<file path="config.mk">
export PLATFORM = sky130hd
export DESIGN_NAME = graph_coloring_backtrack_unit
export DESIGN_NICKNAME = d
export VERILOG_FILES = /design/src/design/gcb_pkg.sv /design/src/design/gcb_ram.sv /design/src/design/gcb_member_unit.sv /design/src/design/graph_coloring_backtrack_unit.sv
export SDC_FILE = /design/constraint.sdc
export NUM_CORES = 2
export LEC_CHECK = 0
export BUFFER_PORTS_ARGS = -buffer_cell sky130_fd_sc_hd__clkbuf_2
export CORE_UTILIZATION = 37
export CTS_CLUSTER_DIAMETER = 60
export DETAILED_ROUTE_END_ITERATION = 12
export HOLD_SLACK_MARGIN = 0.02
export SYNTH_ARGS = -nofsm -noshare
export SYNTH_HDL_FRONTEND = slang
export SYNTH_SLANG_ARGS = --single-unit
</file>
<file path="constraint.sdc">
create_clock -name clk -period 6.5 [get_ports clk]
set_input_delay 0 -clock clk [delete_from_list [all_inputs] [get_ports clk]]
set_output_delay 0 -clock clk [all_outputs]
set_load 0.02 [all_outputs]
</file>
<file path="src/design/gcb_pkg.sv">
package gcb_pkg;

	localparam int GUEST_W = 5;
	localparam int TABLE_W = 3;
	localparam int CMD_W = 2;
	localparam int CFG_DW = 6;
	localparam int CFG_IW = 1;
	localparam int NG_W = 6;
	localparam int NT_W = 4;

	localparam logic [CFG_IW-1:0] REG_NUM_GUESTS = 1'd0;
	localparam logic [CFG_IW-1:0] REG_NUM_TABLES = 1'd1;

	typedef enum logic [CMD_W-1:0] {
		CMD_CLEAR = 2'd0,
		CMD_ADD   = 2'd1,
		CMD_SOLVE = 2'd2
	} cmd_t;

	typedef enum logic [2:0] {
		ST_IDLE,
		ST_ADD,
		ST_SCAN,
		ST_BACK,
		ST_OSTART,
		ST_OUT,
		ST_FAIL
	} state_t;

	typedef struct packed {
		logic clear;
		logic place;
		logic remove;
	} member_op_t;

endpackage

</file>
<file path="src/design/gcb_ram.sv">
module gcb_ram #(
	parameter int WIDTH = 8,
	parameter int DEPTH = 32
) (
	input  logic                     clk,
	input  logic                     we,
	input  logic [$clog2(DEPTH)-1:0] waddr,
	input  logic [WIDTH-1:0]         wdata,
	input  logic                     re,
	input  logic [$clog2(DEPTH)-1:0] raddr,
	output logic [WIDTH-1:0]         rdata
);

	logic [WIDTH-1:0] mem_q [DEPTH];
	logic [WIDTH-1:0] rdata_q;

	always_ff @(posedge clk) begin
		if (we) begin
			mem_q[waddr] <= wdata;
		end
		if (re) begin
			rdata_q <= mem_q[raddr];
		end
	end

	assign rdata = rdata_q;

endmodule

</file>
<file path="src/design/gcb_member_unit.sv">
module gcb_member_unit
	import gcb_pkg::*;
#(
	parameter int MAX_GUESTS = 32,
	parameter int MAX_TABLES = 8
) (
	input  logic                          clk,
	input  logic                          arst_n,
	input  member_op_t                    op,
	input  logic [((MAX_TABLES > 1) ? $clog2(MAX_TABLES) : 1)-1:0] sel,
	input  logic [$clog2(MAX_GUESTS)-1:0] node,
	input  logic [MAX_GUESTS-1:0]         row,
	output logic                          none
);

	logic [MAX_GUESTS-1:0] members_q [MAX_TABLES];
	logic [MAX_GUESTS-1:0] bit_node;
	logic [MAX_GUESTS-1:0] operand;
	logic [MAX_GUESTS-1:0] masked;

	// one shared and/zero-test: conflict check while scanning, emptiness after removal
	assign bit_node = {{(MAX_GUESTS-1){1'b0}}, 1'b1} << node;
	assign operand  = op.remove ? ~bit_node : row;
	assign masked   = members_q[sel] & operand;
	assign none     = (masked == '0);

	always_ff @(posedge clk or negedge arst_n) begin
		if (!arst_n) begin
			for (int i = 0; i < MAX_TABLES; i++) begin
				members_q[i] <= '0;
			end
		end else if (op.clear) begin
			for (int i = 0; i < MAX_TABLES; i++) begin
				members_q[i] <= '0;
			end
		end else if (op.place) begin
			members_q[sel] <= members_q[sel] | bit_node;
		end else if (op.remove) begin
			members_q[sel] <= masked;
		end
	end

endmodule

</file>
<file path="src/design/graph_coloring_backtrack_unit.sv">
// graph coloring by depth-first backtracking
// input channel (in_valid/in_ready): one beat per command. clear empties the
// conflict matrix, add sets one directed conflict bit by a row read and then
// a row write, solve runs the search.
// the search places nodes from num_guests-1 down to 0; each try of one table
// for one node is one use of the shared membership compare unit, a step back
// to the previous node takes an assignment/row fetch and then a removal.
// total solve time is therefore set by the size of the search tree.
// output channel (out_valid/out_ready): on success one beat per node, node 0
// first, last set on node num_guests-1, one beat per cycle when not stalled;
// on failure a single beat with success 0 and last 1.
// in_ready is high only while the sequencer is idle; a stalled receiver holds
// the output register and the sequencer waits, and once the last beat sits in
// the output register the next command is taken.
// configuration writes (cfg_we) take effect at once; made while idle by user, not checked.
// reset clears the conflict matrix valid bits, the table masks and the
// sequencer; num_guests and num_tables come up as 1.
module graph_coloring_backtrack_unit
	import gcb_pkg::*;
#(
	parameter int MAX_GUESTS = 32,
	parameter int MAX_TABLES = 8
) (
	input  logic                clk,
	input  logic                arst_n,
	input  logic                cfg_we,
	input  logic [CFG_IW-1:0]   cfg_index,
	input  logic [CFG_DW-1:0]   cfg_data,
	input  logic                in_valid,
	output logic                in_ready,
	input  logic [CMD_W-1:0]    cmd,
	input  logic [GUEST_W-1:0]  guest_a,
	input  logic [GUEST_W-1:0]  guest_b,
	output logic                out_valid,
	input  logic                out_ready,
	output logic                success,
	output logic [GUEST_W-1:0]  guest,
	output logic [TABLE_W-1:0]  table_index,
	output logic                last
);

	localparam int GW = $clog2(MAX_GUESTS);
	localparam int TW = (MAX_TABLES > 1) ? $clog2(MAX_TABLES) : 1;
	localparam logic [GW-1:0] G_ONE = GW'(1);
	localparam logic [TW:0] T_ONE = (TW+1)'(1);

	state_t state_q, state_d;

	logic [NG_W-1:0]       num_guests_q;
	logic [NT_W-1:0]       num_tables_q;
	logic [GW-1:0]         nlast_q, nlast_d, nl_cfg;
	logic [TW-1:0]         tlast_q, tlast_d, tl_cfg;
	logic [GW-1:0]         node_q, node_d;
	logic [TW:0]           t_q, t_d;
	logic [GW-1:0]         idx_q, idx_d;
	logic [GW-1:0]         pa_q, pa_d;
	logic [GW-1:0]         pb_q, pb_d;
	logic [MAX_GUESTS-1:0] cv_q;
	logic                  cv_clear, cv_set;
	logic                  crow_ok_q;
	logic                  back;

	logic                  c_we, c_re;
	logic [GW-1:0]         c_waddr, c_raddr;
	logic [MAX_GUESTS-1:0] c_wdata, c_rdata, row;
	logic                  a_we, a_re;
	logic [GW-1:0]         a_raddr;
	logic [TW-1:0]         a_rdata;

	member_op_t            mop;
	logic [TW-1:0]         msel;
	logic                  none;

	logic                  out_valid_q;
	logic                  success_q, last_q;
	logic [GUEST_W-1:0]    guest_q;
	logic [TABLE_W-1:0]    table_q;
	logic                  load, load_ok, load_last;
	logic [GUEST_W-1:0]    load_guest;
	logic [TABLE_W-1:0]    load_table;
	logic                  slot_free;

	gcb_ram #(.WIDTH(MAX_GUESTS), .DEPTH(MAX_GUESTS)) u_conflict_ram (
		.clk   (clk),
		.we    (c_we),
		.waddr (c_waddr),
		.wdata (c_wdata),
		.re    (c_re),
		.raddr (c_raddr),
		.rdata (c_rdata)
	);

	gcb_ram #(.WIDTH(TW), .DEPTH(MAX_GUESTS)) u_assign_ram (
		.clk   (clk),
		.we    (a_we),
		.waddr (node_q),
		.wdata (t_q[TW-1:0]),
		.re    (a_re),
		.raddr (a_raddr),
		.rdata (a_rdata)
	);

	gcb_member_unit #(.MAX_GUESTS(MAX_GUESTS), .MAX_TABLES(MAX_TABLES)) u_members (
		.clk    (clk),
		.arst_n (arst_n),
		.op     (mop),
		.sel    (msel),
		.node   (node_q),
		.row    (row),
		.none   (none)
	);

	assign row       = crow_ok_q ? c_rdata : '0;
	assign slot_free = !out_valid_q || out_ready;
	assign in_ready  = (state_q == ST_IDLE);

	// saturate the configured counts into the supported range
	always_comb begin
		if (num_guests_q == '0) begin
			nl_cfg = '0;
		end else if (int'(num_guests_q) > MAX_GUESTS) begin
			nl_cfg = GW'(MAX_GUESTS - 1);
		end else begin
			nl_cfg = GW'(num_guests_q - NG_W'(1));
		end
		if (num_tables_q == '0) begin
			tl_cfg = '0;
		end else if (int'(num_tables_q) > MAX_TABLES) begin
			tl_cfg = TW'(MAX_TABLES - 1);
		end else begin
			tl_cfg = TW'(num_tables_q - NT_W'(1));
		end
	end

	always_ff @(posedge clk or negedge arst_n) begin
		if (!arst_n) begin
			num_guests_q <= NG_W'(1);
			num_tables_q <= NT_W'(1);
		end else if (cfg_we) begin
			unique case (cfg_index)
				REG_NUM_GUESTS: num_guests_q <= cfg_data[NG_W-1:0];
				REG_NUM_TABLES: num_tables_q <= cfg_data[NT_W-1:0];
				default: ;
			endcase
		end
	end

	always_comb begin
		state_d    = state_q;
		node_d     = node_q;
		t_d        = t_q;
		idx_d      = idx_q;
		nlast_d    = nlast_q;
		tlast_d    = tlast_q;
		pa_d       = pa_q;
		pb_d       = pb_q;
		c_re       = 1'b0;
		c_raddr    = node_q;
		c_we       = 1'b0;
		c_waddr    = pa_q;
		c_wdata    = row | ({{(MAX_GUESTS-1){1'b0}}, 1'b1} << pb_q);
		a_re       = 1'b0;
		a_raddr    = node_q;
		a_we       = 1'b0;
		mop        = '0;
		msel       = t_q[TW-1:0];
		cv_clear   = 1'b0;
		cv_set     = 1'b0;
		back       = 1'b0;
		load       = 1'b0;
		load_ok    = 1'b0;
		load_guest = '0;
		load_table = '0;
		load_last  = 1'b0;

		unique case (state_q)
			ST_IDLE: begin
				if (in_valid) begin
					unique case (cmd_t'(cmd))
						CMD_CLEAR: begin
							cv_clear = 1'b1;
						end
						CMD_ADD: begin
							if (int'(guest_a) < MAX_GUESTS && int'(guest_b) < MAX_GUESTS) begin
								pa_d    = GW'(guest_a);
								pb_d    = GW'(guest_b);
								c_re    = 1'b1;
								c_raddr = GW'(guest_a);
								state_d = ST_ADD;
							end
						end
						CMD_SOLVE: begin
							mop.clear = 1'b1;
							nlast_d   = nl_cfg;
							tlast_d   = tl_cfg;
							node_d    = nl_cfg;
							t_d       = '0;
							c_re      = 1'b1;
							c_raddr   = nl_cfg;
							state_d   = ST_SCAN;
						end
						default: ;
					endcase
				end
			end
			ST_ADD: begin
				c_we    = 1'b1;
				cv_set  = 1'b1;
				state_d = ST_IDLE;
			end
			ST_SCAN: begin
				if (t_q > {1'b0, tlast_q}) begin
					back = 1'b1;
				end else if (none) begin
					mop.place = 1'b1;
					a_we      = 1'b1;
					if (node_q == '0) begin
						state_d = ST_OSTART;
					end else begin
						node_d  = node_q - G_ONE;
						c_re    = 1'b1;
						c_raddr = node_q - G_ONE;
						t_d     = '0;
					end
				end else begin
					t_d = t_q + T_ONE;
				end
			end
			ST_BACK: begin
				msel       = a_rdata;
				mop.remove = 1'b1;
				// table left empty: the later tables are empty too and are skipped
				if (none) begin
					back = 1'b1;
				end else begin
					t_d     = {1'b0, a_rdata} + T_ONE;
					state_d = ST_SCAN;
				end
			end
			ST_OSTART: begin
				a_re    = 1'b1;
				a_raddr = '0;
				idx_d   = '0;
				state_d = ST_OUT;
			end
			ST_OUT: begin
				if (slot_free) begin
					load       = 1'b1;
					load_ok    = 1'b1;
					load_guest = GUEST_W'(idx_q);
					load_table = TABLE_W'(a_rdata);
					load_last  = (idx_q == nlast_q);
					if (idx_q == nlast_q) begin
						state_d = ST_IDLE;
					end else begin
						idx_d   = idx_q + G_ONE;
						a_re    = 1'b1;
						a_raddr = idx_q + G_ONE;
					end
				end
			end
			ST_FAIL: begin
				if (slot_free) begin
					load      = 1'b1;
					load_last = 1'b1;
					state_d   = ST_IDLE;
				end
			end
			default: begin
				state_d = ST_IDLE;
			end
		endcase

		// step back to the node placed before this one
		if (back) begin
			if (node_q == nlast_q) begin
				state_d = ST_FAIL;
			end else begin
				node_d  = node_q + G_ONE;
				c_re    = 1'b1;
				c_raddr = node_q + G_ONE;
				a_re    = 1'b1;
				a_raddr = node_q + G_ONE;
				state_d = ST_BACK;
			end
		end
	end

	always_ff @(posedge clk or negedge arst_n) begin
		if (!arst_n) begin
			state_q   <= ST_IDLE;
			node_q    <= '0;
			t_q       <= '0;
			idx_q     <= '0;
			nlast_q   <= '0;
			tlast_q   <= '0;
			pa_q      <= '0;
			pb_q      <= '0;
			cv_q      <= '0;
			crow_ok_q <= 1'b0;
		end else begin
			state_q <= state_d;
			node_q  <= node_d;
			t_q     <= t_d;
			idx_q   <= idx_d;
			nlast_q <= nlast_d;
			tlast_q <= tlast_d;
			pa_q    <= pa_d;
			pb_q    <= pb_d;
			if (cv_clear) begin
				cv_q <= '0;
			end else if (cv_set) begin
				cv_q[pa_q] <= 1'b1;
			end
			if (c_re) begin
				crow_ok_q <= cv_q[c_raddr];
			end
		end
	end

	always_ff @(posedge clk or negedge arst_n) begin
		if (!arst_n) begin
			out_valid_q <= 1'b0;
		end else if (load) begin
			out_valid_q <= 1'b1;
		end else if (out_ready) begin
			out_valid_q <= 1'b0;
		end
	end

	always_ff @(posedge clk) begin
		if (load) begin
			success_q <= load_ok;
			guest_q   <= load_guest;
			table_q   <= load_table;
			last_q    <= load_last;
		end
	end

	assign out_valid   = out_valid_q;
	assign success     = success_q;
	assign guest       = guest_q;
	assign table_index = table_q;
	assign last        = last_q;

endmodule
</file>
=== Word-level counts from Yosys, hierarchy flattened ===
Memory sizes are Yosys's and may differ from the RTL's. A register that Yosys moved wholly into a read port is not among the register bits.
Index checks and enable logic that the tools add are counted.

* Multiplexer cells: 99
* Order comparisons: 8
* $add $sub $neg: 7
* Bitwise gates (word level): 7
* Reduce and logical (&&, ||, !) cells: 25
* Shift-type cells: 2
* Equal/unequal tests: 26

{| class="wikitable"
|+ Operators with widths
! operator !! number
|-
| 256-bit two-way mux || 3
|-
| 256-bit bitwise mux || 2
|-
| 32-bit two-way mux || 7
|-
| 32-bit binary-select mux with 3-bit select || 1
|-
| 32-bit demux with 3-bit select || 1
|-
| 32-bit bitwise OR || 3
|-
| 5-bit two-way mux || 18
|-
| 1-bit by 5-bit left shift with 32-bit output (first input constant) || 2
|-
| 5-bit case mux with 2 select lines || 5
|-
| 3-bit two-way mux || 13
|-
| 1-bit two-way mux || 34
|-
| 32-bit bitwise AND || 1
|-
| 32-bit zero test || 1
|-
| 32-bit inverter || 1
|-
| 4-bit two-way mux || 6
|-
| 3-bit inequality test (second input constant) || 8
|-
| 3-bit case mux with 6 select lines || 1
|-
| 5-bit by 6-bit less-than comparator with 1-bit output (second input constant) || 2
|-
| 4-bit case mux with 3 select lines || 1
|-
| 5-bit by 1-bit adder with 5-bit output (second input constant) || 2
|-
| 5-bit equality test || 2
|-
| 2-bit inequality test (second input constant) || 5
|-
| 5-bit by 1-bit subtractor with 5-bit output (second input constant) || 2
|-
| 3-bit equality test (second input constant) || 3
|-
| other kinds (37) || 50
|}

* Bits in registers: 345
* RAM bits: 1,120
* Logic and storage cells: 201
* Bits of input ports: 24
* Memories: 2

{| class="wikitable"
|+ Memories
! name !! words !! bits a word !! read ports !! clocked after Yosys merged registers in !! write ports !! line !! RTL
|-
| u_conflict_ram.mem_q || 32 || 32 || 1 || 1 || 1 || gcb_ram.sv:14 || <nowiki>logic [WIDTH-1:0] mem_q [DEPTH];</nowiki>
|-
| u_assign_ram.mem_q || 32 || 3 || 1 || 1 || 1 || gcb_ram.sv:14 ||
|}

=== Longest topological paths before layout ===
* Word-level depth: 15
* Mapped depth: 22

=== Hierarchy ===
Synthesis repeated with hierarchy kept, for this count alone.

* Cell total of the unflattened synthesis: 4,088
* Area total of the unflattened synthesis: 63,020.4 µm²

{| class="wikitable"
|+ By module, submodules not included
! module !! area an instance (µm²) !! times used !! seq. area each (µm²) !! cells an instance
|-
| gcb_ram at u_conflict_ram || 40,812.9 || 1 || 31,710.4 || 2,260
|-
| gcb_member_unit || 12,290.5 || 1 || 6,406.1 || 974
|-
| graph_coloring_backtrack_unit || 5,970.7 || 1 || 2,279.7 || 669
|-
| gcb_ram at u_assign_ram || 3,946.3 || 1 || 2,972.9 || 185
|}

=== Least setup slack after synthesis ===
Ideal clock, no wire load.

* Path type: register -> register
* Start point: reg t_q[2]
* End point: reg crow_ok_q
* Data required time: 6.372 ns
* Data arrival time: 5.964 ns
* Stages on the path, launching flop included: 17
* Setup time: 0.128 ns
* Slack: 0.408 ns
* Buffers on the path: 5
* Path through: dfrtp_1 > buf_2 > buf_2 > buf_1 > mux4_2 > a32oi_1 > nand3_1 > a22oi_1 > nand4b_1 > or4_1 > buf_2 > nor2b_1 > nand3_1 > clkbuf_1 > o211ai_1 > o21ai_0 > o221a_1

* Elaborated cells between the ends (all ways): 23

{| class="wikitable"
|+ RTL lines
! what !! line !! RTL
|-
| start, declared || graph_coloring_backtrack_unit.sv:54 || <nowiki>logic [TW:0] t_q, t_d;</nowiki>
|-
| start signal, assigned || graph_coloring_backtrack_unit.sv:304 || <nowiki>t_q <= t_d;</nowiki>
|-
| 3-bit two-way mux || graph_coloring_backtrack_unit.sv:176 || <nowiki>unique case (state_q)</nowiki>
|-
| 3-bit inverter with 4-bit output (implied by the code) || gcb_member_unit.sv:24 || <nowiki>assign masked = members_q[sel] & operand;</nowiki>
|-
| 32-bit binary-select mux with 3-bit select || gcb_member_unit.sv:24 ||
|-
| 32-bit two-way mux (implied by the code) (2 in series) || gcb_member_unit.sv:24 ||
|-
| 32-bit bitwise AND || gcb_member_unit.sv:24 ||
|-
| 32-bit zero test || gcb_member_unit.sv:25 || <nowiki>assign none = (masked == '0);</nowiki>
|-
| 1-bit two-way mux || graph_coloring_backtrack_unit.sv:214 || <nowiki>end else if (none) begin</nowiki>
|-
| 1-bit two-way mux || graph_coloring_backtrack_unit.sv:212 || <nowiki>if (t_q > {1'b0, tlast_q}) begin</nowiki>
|-
| 1-bit case mux with 2 select lines || graph_coloring_backtrack_unit.sv:176 ||
|-
| 1-bit two-way mux || graph_coloring_backtrack_unit.sv:276 || <nowiki>if (node_q == nlast_q) begin</nowiki>
|-
| 1-bit two-way mux * || graph_coloring_backtrack_unit.sv:275 || <nowiki>if (back) begin</nowiki>
|-
| net c_re || graph_coloring_backtrack_unit.sv:63 || <nowiki>logic c_we, c_re;</nowiki>
|-
| end signal, assigned || graph_coloring_backtrack_unit.sv:316 || <nowiki>crow_ok_q <= cv_q[c_raddr];</nowiki>
|-
| end, declared || graph_coloring_backtrack_unit.sv:60 || <nowiki>logic crow_ok_q;</nowiki>
|}

Mark *: on every way through the listed nets, which the timed path passes. The rest lies on a longest branch. The select of a mux whose other input is x is not followed.
A chain may end at the register's enable or synchronous reset.

=== Worst setup path in the final report ===
* Start point: reg u_assign_ram.rdata_q[0] (netlist: u_assign_ram.rdata[0]), read port of u_assign_ram.mem_q
* End point: reg u_conflict_ram.rdata_q[4] (netlist: u_conflict_ram.rdata[4]), read port of u_conflict_ram.mem_q (data pin)

* Longest elaborated chain between the ends: 12
* Elaborated cells between the ends (all ways): 19

{| class="wikitable"
|+ RTL lines
! what !! line !! RTL
|-
| start, declared || gcb_ram.sv:15 || <nowiki>logic [WIDTH-1:0] rdata_q;</nowiki>
|-
| 3-bit two-way mux * || graph_coloring_backtrack_unit.sv:176 ||
|-
| 3-bit inverter with 4-bit output (implied by the code) * || gcb_member_unit.sv:24 ||
|-
| 32-bit binary-select mux with 3-bit select * || gcb_member_unit.sv:24 ||
|-
| 32-bit two-way mux (implied by the code) * (2 in series) || gcb_member_unit.sv:24 ||
|-
| 32-bit bitwise AND * || gcb_member_unit.sv:24 ||
|-
| 32-bit zero test * || gcb_member_unit.sv:25 ||
|-
| 5-bit two-way mux or 1-bit two-way mux (tied branches) || graph_coloring_backtrack_unit.sv:214 ||
|-
| 5-bit two-way mux or 1-bit two-way mux (tied branches) || graph_coloring_backtrack_unit.sv:212 ||
|-
| 5-bit case mux with 2 select lines or 1-bit case mux with 2 select lines (tied branches) || graph_coloring_backtrack_unit.sv:176 ||
|-
| 5-bit two-way mux or 1-bit two-way mux (tied branches) || graph_coloring_backtrack_unit.sv:276 ||
|-
| 5-bit two-way mux or 1-bit two-way mux (tied branches) || graph_coloring_backtrack_unit.sv:275 ||
|-
| end, declared || gcb_ram.sv:15 ||
|}

Mark *: on every way between the ends. The rest lies on a longest branch, timed or not. The select of a mux whose other input is x is not followed.

==> impl_metrics.tcl <==
set metrics [dict create \
    status "complete, no violations" \
    finalCritPeriodShare 0.942 \
    grt_pass1_wl_mm 299 \
    grt-busiest-layer "met2" \
    synth_area_um2 65600 \
    ys_ff_latch 1500 \
    drt_wl_total_mm 206 \
    synth_top_area_frac 0.534 \
    grt_use_met1 0.298 \
    clk_pin_slew_worst_paths_ns 0.06 \
    start_util 0.372 \
    cts_made_buffers 163 \
    final-seq-area_um2 43400 \
    layout_commonest_cell "nand2_1" \
    setup_viol 0 \
    report.final.slew_viol_count 0 \
    ys.flop_type "edfxtp_1" \
    grt_pass1_vias 43300 \
    hold_viol_final 0 \
    ys_types 93 \
    min_delay_worst_endpoint "pb_q[4]$_DFFE_PN0P_" \
    die_area_um2 179000 \
    die_w_um 423 \
    groute.usage.overall 0.226 \
    max_stage_delay_ns 0.84 \
    vias 45400 \
    hold_start "guest_b[4]" \
    clockBufferDepth 3 \
    r2r_start "u_assign_ram.rdata[0]$_DFFE_PP_" \
    antenna_found_initial 12 \
    clock_latency_ns 0.83 \
    core_area_um2 176000 \
    syn_nets 5476 \
    ant_nets 0 \
    cp.arrival_ns 6.81 \
    crit_top_cell "buf_4" \
    synth_edf_count 1165 \
    viasPerCell 5.67 \
    drv_cap 0 \
    first_iter_violations 5497 \
    min_path_cells 3 \
    nFillCells 16200 \
    wl_per_cell_um 25.7 \
    reg2regPathDepth 17 \
    multi_input_area_um2 20900 \
    first_pass_iters 6 \
    cts_setup_buffers 0 \
    ys.warnings.count 0 \
    syn_inst 5434 \
    fmax_ghz 0.163 \
    layout_common_cells "nand2_1, edfxtp_1, nand3_1, dfrtp_1, mux2i_1" \
    yosysTopAreaCell "edfxtp_1" \
    cts-root-buf "clkbuf_16" \
    io_buffers 35 \
    cts_sinks 1500 \
    use_met2 0.365 \
    seq_area_frac_synth 0.662 \
    ys_async_sr_fraction 0.223 \
    relSlewSlack 0.132 \
    hp-class "input port to flop" \
    critPathRequiredTime_ns 7.18 \
    fin_skew_ns 0.0569 \
    layout.nets 5578 \
    grt_setup_unrepaired "false" \
    cts_htree_levels 4 \
    post-dp-hpwl_mm 122 \
    grt_overflow 0 \
    cp_cell_sequence "buf_4 -> nand4b_1 -> o21ai_4 -> buf_4 -> mux2i_1 -> a32oi_1 -> nand3_1 -> nand4b_1 -> or4_1 -> nor2b_1 -> a32o_1 -> nor2_4 -> nor2_4 -> buf_4 -> nand3_1 -> a41o_1 -> nand4_1" \
    io_pins 36 \
    rrSetupSlack_ns 0.38 \
    drc 0 \
    worst_pin_slew_ns 1.30 \
    rows 154 \
    setup_tns_ns 0 \
    gp_congestion 0.931 \
    fin_crit_ns 6.12 \
    synthTopCellsByArea "edfxtp_1, dfrtp_1, nand2_1" \
    use_met3 0.0440 \
    layout-drive-gt1-share 0.128 \
    crit_path_top_delay_cell "nor2_4" \
    synth_area_per_cell_um2 12.1 \
    critPathLaunch "u_assign_ram.rdata[0]$_DFFE_PP_" \
    die_h_um 423 \
    grt_max_degree 172 \
    cp_max_fo 21 \
    area_growth_pct 15.0 \
    worstSetupEndpointType "flop" \
    cts_tree "built" \
    start_kind "flop" \
    critical_path_class "flop to flop" \
    r2r-end "u_conflict_ram.rdata[4]$_DFFE_PP_" \
]
flip-flops by register name (all words and copies together), names as in the netlist, 3 cells and up:
signal                cells
num_tables_q              4
state_q                   3
u_conflict_ram.rdata     32
pb_q                      5
u_members.members_q     256
num_guests_q              6
idx_q                     5
nlast_q                   5
table_index               3
guest                     5
u_assign_ram.rdata        3
u_assign_ram.mem_q       96
u_conflict_ram.mem_q   1024
t_q                       4
tlast_q                   3
node_q                    5
c_waddr                   5
cv_q                     32
worst max path at each step:
stage | endpoint | depth (start not counted)
floorplan | crow_ok_q$_DFFE_PN0P_ | 16
global placement | u_conflict_ram.rdata[4]$_DFFE_PP_ | 18
detailed placement | u_conflict_ram.rdata[3]$_DFFE_PP_ | 17
CTS | u_conflict_ram.rdata[4]$_DFFE_PP_ | 17
global route | u_conflict_ram.rdata[3]$_DFFE_PP_ | 17
finish | u_conflict_ram.rdata[4]$_DFFE_PP_ | 17
through the flow:
| stage | hold WS [ns] | cell area, um2 | utilization | cells | setup WS, ns |
|---|---|---|---|---|---|
| global placement | 0.0840 | 69700 | 0.396 | 7669 | 0.391 |
| global route | 0.0345 | 75400 | 0.428 | 8011 | 0.0891 |
| finish | 0.0567 | 75400 | 0.428 | 8011 | 0.375 |
| CTS | 0.0228 | 75400 | 0.428 | 8010 | 0.394 |
| floorplan | -0.296 | 65600 | - | 5434 | 0.408 |
| detailed placement | 0.104 | 69700 | 0.396 | 7669 | 0.408 |
cells in the mapped netlist, types with 6 or more instances:
master,count
ha_1,18
o21ai_1,16
o31ai_1,12
a32oi_1,19
buf_2,137
a41o_1,30
edfxtp_1,1165
nand3b_1,7
a31oi_1,44
and2_1,18
nor3_1,24
buf_1,39
o22ai_1,18
inv_1,23
nand4_1,44
buf_4,27
a211oi_1,16
a21oi_1,132
o21ai_0,307
dfrtp_1,333
o211ai_1,41
a221o_1,6
a221oi_1,8
mux2_2,37
nand2_1,1349
xnor2_1,9
or3_1,8
nor2b_1,16
a22oi_1,18
buf_6,13
and3_1,13
a21o_1,11
nand2b_1,12
nor2_1,132
or3b_2,6
nand3_1,650
o21a_1,35
mux4_2,64
mux2i_1,324
xor2_1,7
clkbuf_1,151
per-layer routing:
layer / part of all wire / wire, um / up-vias
met5: 0.00060 / 123 / -
met4: 0.040 / 8230 / 18
met3: 0.079 / 16200 / 425
met2: 0.47 / 97300 / 1915
met1: 0.41 / 83700 / 23000
li1: - / - / 20100
worst max-delay path: cells and delay by family (launching register included):
family          cells  cell delay, ns
simple gates        9            2.99
compound gates      4            1.14
flops               1            0.53
mux                 1            0.21
buf+inv             3            1.07
logic make-up after synthesis:
kind of cell	after synthesis	share of synthesized area
buffers and inverters	393	0.0282
multiplexers	428	0.0785
flip-flops	1500	0.662
adder cells (fa/ha/maj)	20	0.00374
AO/OA/AOI/OAI	765	0.0731
XOR/XNOR	16	0.00214
AND/OR/NAND/NOR	2312	0.153
layout make-up:
type,instances,area share
Antenna cell,1,0.0000332
Clock buffer,211,0.0587
Clock inverter,88,0.0113
Inverter,26,0.00129
Multi-Input combinational cell,3541,0.277
Sequential cell,1500,0.575
Tap cell,2340,0.0388
Timing Repair Buffer,304,0.0380
what timing repair did:
action	CTS	global route
hold buffers	42	0
gates resized for setup	0	0
hold endpoints to repair	172	0
Power is left out: the tool's default activity adds up to more than one toggle a clock period on the data nets, which glitch-free logic cannot reach.
